--- src/rtl/stsi_pkg.sv ---
// Package for the sorted table: field widths, request and status codes, cell types.
`timescale 1ns / 1ps

package stsi_pkg;

    // Default table depth
    localparam int DEF_CAPACITY = 128;

    // Fixed field widths
    localparam int REQ_W   = 2;
    localparam int VAL_W   = 32;
    localparam int STAT_W  = 2;
    localparam int POS_W   = 7;
    localparam int COUNT_W = 8;

    // Request kinds (any other code is handled as a search)
    localparam logic [REQ_W-1:0] REQ_INSERT = 2'd0;
    localparam logic [REQ_W-1:0] REQ_DELETE = 2'd1;
    localparam logic [REQ_W-1:0] REQ_SEARCH = 2'd2;

    // Result status codes
    localparam logic [STAT_W-1:0] ST_OK      = 2'd0;
    localparam logic [STAT_W-1:0] ST_FULL    = 2'd1;
    localparam logic [STAT_W-1:0] ST_MISSING = 2'd2;

    // Broadcast control to every cell
    typedef struct packed {
        logic                    cmp_en;
        logic                    is_ins;
        logic                    shift_ins;
        logic                    shift_del;
        logic signed [VAL_W-1:0] value;
    } t_cell_ctrl;

    // Flags a cell shows to its neighbours and to the top level
    typedef struct packed {
        logic lt;
        logic le;
        logic hot;
        logic match;
    } t_cell_stat;

endpackage

--- src/rtl/stsi_cell.sv ---
// One table cell: holds an entry, registers its compare flags and shifts on request.
`timescale 1ns / 1ps

module stsi_cell #(
    parameter int CNT_W    = 8,
    parameter int CELL_IDX = 0
) (
    input  logic                             i_clk,
    input  stsi_pkg::t_cell_ctrl             i_ctrl,
    input  logic [CNT_W-1:0]                 i_count,
    input  stsi_pkg::t_cell_stat             i_left_stat,
    input  logic signed [stsi_pkg::VAL_W-1:0] i_left_entry,
    input  logic signed [stsi_pkg::VAL_W-1:0] i_right_entry,
    output stsi_pkg::t_cell_stat             o_stat,
    output logic signed [stsi_pkg::VAL_W-1:0] o_entry,
    output logic                             o_last
);
    import stsi_pkg::*;

    localparam logic [CNT_W-1:0] MY_IDX  = CNT_W'(CELL_IDX);
    localparam logic [CNT_W-1:0] MY_NEXT = CNT_W'(CELL_IDX + 1);

    logic signed [VAL_W-1:0] r_entry;
    logic                    r_lt;
    logic                    r_le;
    logic                    r_eq;
    logic                    w_occ;

    // Cell is occupied when it sits below the count
    assign w_occ = MY_IDX < i_count;

    // Compare flags, taken once per request
    always_ff @(posedge i_clk) begin
        if (i_ctrl.cmp_en) begin
            r_lt <= w_occ && (r_entry < i_ctrl.value);
            r_le <= w_occ && (r_entry <= i_ctrl.value);
            r_eq <= w_occ && (r_entry == i_ctrl.value);
        end
    end

    // Entry shifts: up on insert above the boundary, down on delete from it
    always_ff @(posedge i_clk) begin
        if (i_ctrl.shift_ins && !r_le) begin
            r_entry <= i_left_stat.le ? i_ctrl.value : i_left_entry;
        end else if (i_ctrl.shift_del && !r_lt) begin
            r_entry <= i_right_entry;
        end
    end

    // Boundary: first cell whose flag drops
    always_comb begin
        o_stat.lt    = r_lt;
        o_stat.le    = r_le;
        o_stat.hot   = i_ctrl.is_ins ? (!r_le && i_left_stat.le) : (!r_lt && i_left_stat.lt);
        o_stat.match = o_stat.hot && r_eq;
    end

    assign o_entry = r_entry;
    assign o_last  = (MY_NEXT == i_count);

endmodule
--- config.mk ---
export PLATFORM = sky130hd
export DESIGN_NAME = stsi_cell
export DESIGN_NICKNAME = d
export VERILOG_FILES = /design/src/rtl/stsi_pkg.sv /design/src/rtl/stsi_cell.sv
export SDC_FILE = /design/constraint.sdc
export NUM_CORES = 1
export LEC_CHECK = 0
export ABC_AREA = 1
export BUFFER_PORTS_ARGS = -buffer_cell sky130_fd_sc_hd__buf_2
export CAP_MARGIN = 0
export CORE_UTILIZATION = 41
export CTS_CLUSTER_DIAMETER = 60
export DETAILED_ROUTE_END_ITERATION = 16
export GPL_TIMING_DRIVEN = 1
export PLACE_DENSITY_LB_ADDON = 0.25
export SYNTH_ARGS = -nofsm -noshare
export SYNTH_HDL_FRONTEND = slang
export SYNTH_SLANG_ARGS = --single-unit
--- constraint.sdc ---
create_clock -name i_clk -period 3.5 [get_ports i_clk]
set_clock_uncertainty 0.1 [all_clocks]
set_input_delay 0.175 -clock i_clk [delete_from_list [all_inputs] [get_ports i_clk]]
set_output_delay 0.175 -clock i_clk [all_outputs]
set_load 0.005 [all_outputs]
; After elaboration in Yosys (flattened, before gate mapping)
; Index checks and enable logic that the tools add are counted.
; Widths: inputs -> output; s select.
[word_totals]
mem_bits_ro = 0
input_bits = 113
latchBits = 0
ram_bits = 0
regBits = 35
memories = 0
[op_classes]
div_mod_pow = 0
n_addsub = 0
shift = 0
n_reduce_logical = 11
eq_ne = 2
muxes = 4
n_lt_le_gt_ge = 3
n_mul = 0
bitwise_logic = 0
[op_table]
columns = operator, n
row1 = $mux 32, 3
row2 = $eq 32x32->1, 1
row3 = $le 32x32->1, 1
row4 = $lt 32x32->1, 1
row5 = $eq 1x8->1 const A, 1
row6 = $logic_and 1x1->1, 8
row7 = $lt 1x8->1 const A, 1
row8 = $logic_not 1->1, 2
row9 = $reduce_bool 2->1, 1
row10 = $mux 1, 1

; Depth between registers and ports, before layout
[logic_depth]
depth_word = 4
mapped_depth = 13

; Worst setup path before layout
; No wires, ideal clock.
[synth_timing]
kind = register to register
start = register r_lt
end = register r_entry[0] (netlist: o_entry[0]) (enable)
t_arrival_ns = 2.691
slack_ns = 0.243
synth_period_minus_slack_ns = 3.257
setup_time_ns = 0.466
stages_incl_launch_ff = 2
path_cell_list = edfxtp_1 -> o21ai_0
[synth_between]
elab_chain_len = 3
[synth_rtl]
columns = element, line_no
row1 = start: declaration, stsi_cell.sv:24  ; logic r_lt;
row2 = start signal: assignment, stsi_cell.sv:35  ; r_lt <= w_occ && (r_entry < i_ctrl.value);
row3 = $logic_not 1->1, stsi_cell.sv:45  ; end else if (i_ctrl.shift_del && !r_lt) begin
row4 = $logic_and 1x1->1, stsi_cell.sv:45
row5 = $reduce_bool 2->1 (no source line), --
row6 = end signal: assignment, stsi_cell.sv:44  ; r_entry <= i_left_stat.le ? i_ctrl.value : i_left_entry;
row7 = end signal: assignment, stsi_cell.sv:46  ; r_entry <= i_right_entry;
row8 = end: declaration, stsi_cell.sv:23  ; logic signed [VAL_W-1:0] r_entry;
; Every way passes these cells.
; A chain may end at the register's enable or synchronous reset.

; Worst setup path in the final report
[layout_timing]
start = register r_le
end = register r_entry[30] (netlist: o_entry[30]) (data pin)
[layout_between]
elab_chain_len = 3
[layout_rtl]
columns = element, line_no
row1 = start: declaration, stsi_cell.sv:25  ; logic r_le;
row2 = start signal: assignment, stsi_cell.sv:36  ; r_le <= w_occ && (r_entry <= i_ctrl.value);
row3 = $logic_not 1->1, stsi_cell.sv:43  ; if (i_ctrl.shift_ins && !r_le) begin
row4 = $logic_and 1x1->1, stsi_cell.sv:43
row5 = $mux 32, stsi_cell.sv:43
; Every way passes these cells.

==> results.sh <==
export IMPL_yosys_top_cells_area="edfxtp_1, ha_1, a21oi_1"
export IMPL_path_class="reg2reg"
export IMPL_antennaDiodeCount=0
export IMPL_finalCritPeriodShare_pct=62.39
export IMPL_finalSetupViolCount=0
export IMPL_vias_per_cell=4.958
export IMPL_grt_overflow=0
export IMPL_die_area_um2=6936
export IMPL_rows=29
export IMPL_cp_arrival_ps=2200
export IMPL_synth_top_area_share_pct=38.80
export IMPL_leakage_nw=1.913
export IMPL_layout_drive_gt1_share_pct=33.81
export IMPL_cts_tree="done"
export IMPL_syn_cell_area_um2=2709
export IMPL_cts_resized_gates=0
export IMPL_mostFrequentLayoutCells="buf_2, a21oi_1, nand2_1"
export IMPL_cpLargestDelayFamily="buffers and inverters"
export IMPL_drv_slew=0
export IMPL_met3_usage_pct=5.169
export IMPL_htree_num_levels=2
export IMPL_gr_usage_met2_pct=41.21
export IMPL_hold_buffers=0
export IMPL_insertion_delay_ps=280
export IMPL_numClockSinks=35
export IMPL_synth_cells=349
export IMPL_ant_nets=0
export IMPL_tightest_slew_ps=1158
export IMPL_slew_headroom_pct=22.69
export IMPL_cts_max_path_buffers=2
export IMPL_cts_made_buffers=5
export IMPL_postCtsSetupBuffers=0
export IMPL_antenna_found_initial=0
export IMPL_io_pins=150
export IMPL_synth_nets=494
export IMPL_die_h_um=83.29
export IMPL_cp_end_kind="register"
export IMPL_start_util_pct=42.66
export IMPL_critPathLaunchType="register"
export IMPL_max_freq_mhz=458.0
export IMPL_power_density_nw_per_um2=372.5
export IMPL_core_region_area_um2=6350
export IMPL_grt_pass1_wl_mm=12.31
export IMPL_post_route_util_pct=56.10
export IMPL_wl_per_cell_um=12.78
export IMPL_cpPeakStageDelay_ps=850
export IMPL_ys_ff_latch=35
export IMPL_report_final_hold_viol_count=0
export IMPL_busiest_layer="met2"
export IMPL_critPathBufInv=3
export IMPL_met1_usage_pct=24.72
export IMPL_die_x_um=83.29
export IMPL_nets=634
export IMPL_layout_commonest_cell="buf_2"
export IMPL_grt_total_usage_pct=21.87
export IMPL_synth_top_area_cell="edfxtp_1"
export IMPL_syn_avg_cell_area_um2=7.762
export IMPL_finalSetupTns_ps=0
export IMPL_yosysSeqAreaShare_pct=38.80
export IMPL_first_iter_violations=80
export IMPL_drc=0
export IMPL_crit_required_ps=3520
export IMPL_cap_violations=0
export IMPL_outcome="finished clean"
export IMPL_rsz0062_at_grt="false"
export IMPL_grt_max_degree=35
export IMPL_portBuffers=147
export IMPL_min_period_ps=2184
export IMPL_synthDistinctLibCells=25
export IMPL_cp_max_fo=34
export IMPL_clk_pin_slew_worst_paths_ps=70
export IMPL_crit_top_cell="inv_1"
export IMPL_dr_pass1_iters=4
export IMPL_vias=2801
export IMPL_wl_mm=7.221
export IMPL_dp_hpwl_mm=5.389
export IMPL_peakVddDrop_mv=0.1742
export IMPL_crit_chain="inv_1, nand2_1, buf_4, inv_1, nor2_1, a21oi_1"
export IMPL_hold_path_class="in2reg"
export IMPL_cts_root_buffer="clkbuf_8"
export IMPL_slowest_stage="inv_1"
export IMPL_area_growth_pct=31.50
export IMPL_place_congestion=0.7966
export IMPL_grt_pass1_vias=2777
export IMPL_yosys_warnings=0
-- synthesized netlist by cell type (all sizes together) --
master  count
o21a        1
ha         32
nand4       3
clkbuf      8
or3b        1
a21boi      1
nor4b       1
o21ai       2
nor3        1
nor2       43
nand2      76
edfxtp     35
a21oi      76
inv        53
o21bai      2
nor4        1
buf         7
a21o        1
nand3       5
-- power breakdown --
part	leakage, nW	internal [W]	switching (W)
Clock	0.0371	0.000133	0.000144
Combinational	1.54	0.000198	0.000262
Sequential	0.336	0.000555	0.0000346
Total	1.91	0.000886	0.000441
-- cell type report --
class                      instances  area [um^2]
tap                               77        96.34
multi-input combinational        246         1400
timing repair buffer             148        743.2
sequential                        35         1051
clock buffer                       6        72.57
inverter                          53        198.9
fill                             621         2788
-- worst reg2reg max path, delay by kind of cell, from the launching register on --
family	cells	cell delay [ps]
buf+inv	3	1200
simple gates	2	140
compound gates	1	200
flops	1	390
-- routing by layer --
layer,vias up,wire (um)
met3,7,494
met4,0,78
li1,1428,-
met1,1260,3059
met2,106,3589
met5,-,0
-- sequential cells by signal, indices dropped and copies added (netlist names) --
register,cells
o_entry,32
r_eq,1
r_le,1
r_lt,1
-- stage by stage --
step	area, um^2	setup slack (ps)	hold WS (ps)	power (W)	cells
2_1_floorplan	2709	243.4	187.5	0.0008678	349
3_3_place_gp	3490	1323	316.3	0.001045	559
3_5_place_dp	3490	1304	319.9	0.001063	559
4_1_cts	3562	1304	24.32	0.001341	565
5_1_grt	3562	1116	22.72	0.001431	565
6_report	3562	1316	31.73	0.001327	565
-- final timing paths --
kind | from | end | slack [ps] | cells past startpoint
hold / removal | i_ctrl[35] | r_lt | 30 | 1
setup / recovery | r_le | o_entry[30] | 1320 | 6
hold reg to reg | o_entry[31] | r_lt | 800 | 4
setup reg to reg | r_le | o_entry[30] | 1320 | 6
-- cell families after synthesis --
family	count (synthesis)	synth area share, %
compound gates	83	15.80
fa+ha+maj	32	14.78
buf+inv	68	9.930
flops	35	38.80
simple gates	131	20.69
Note: power is estimated with default switching activity, not from simulation.
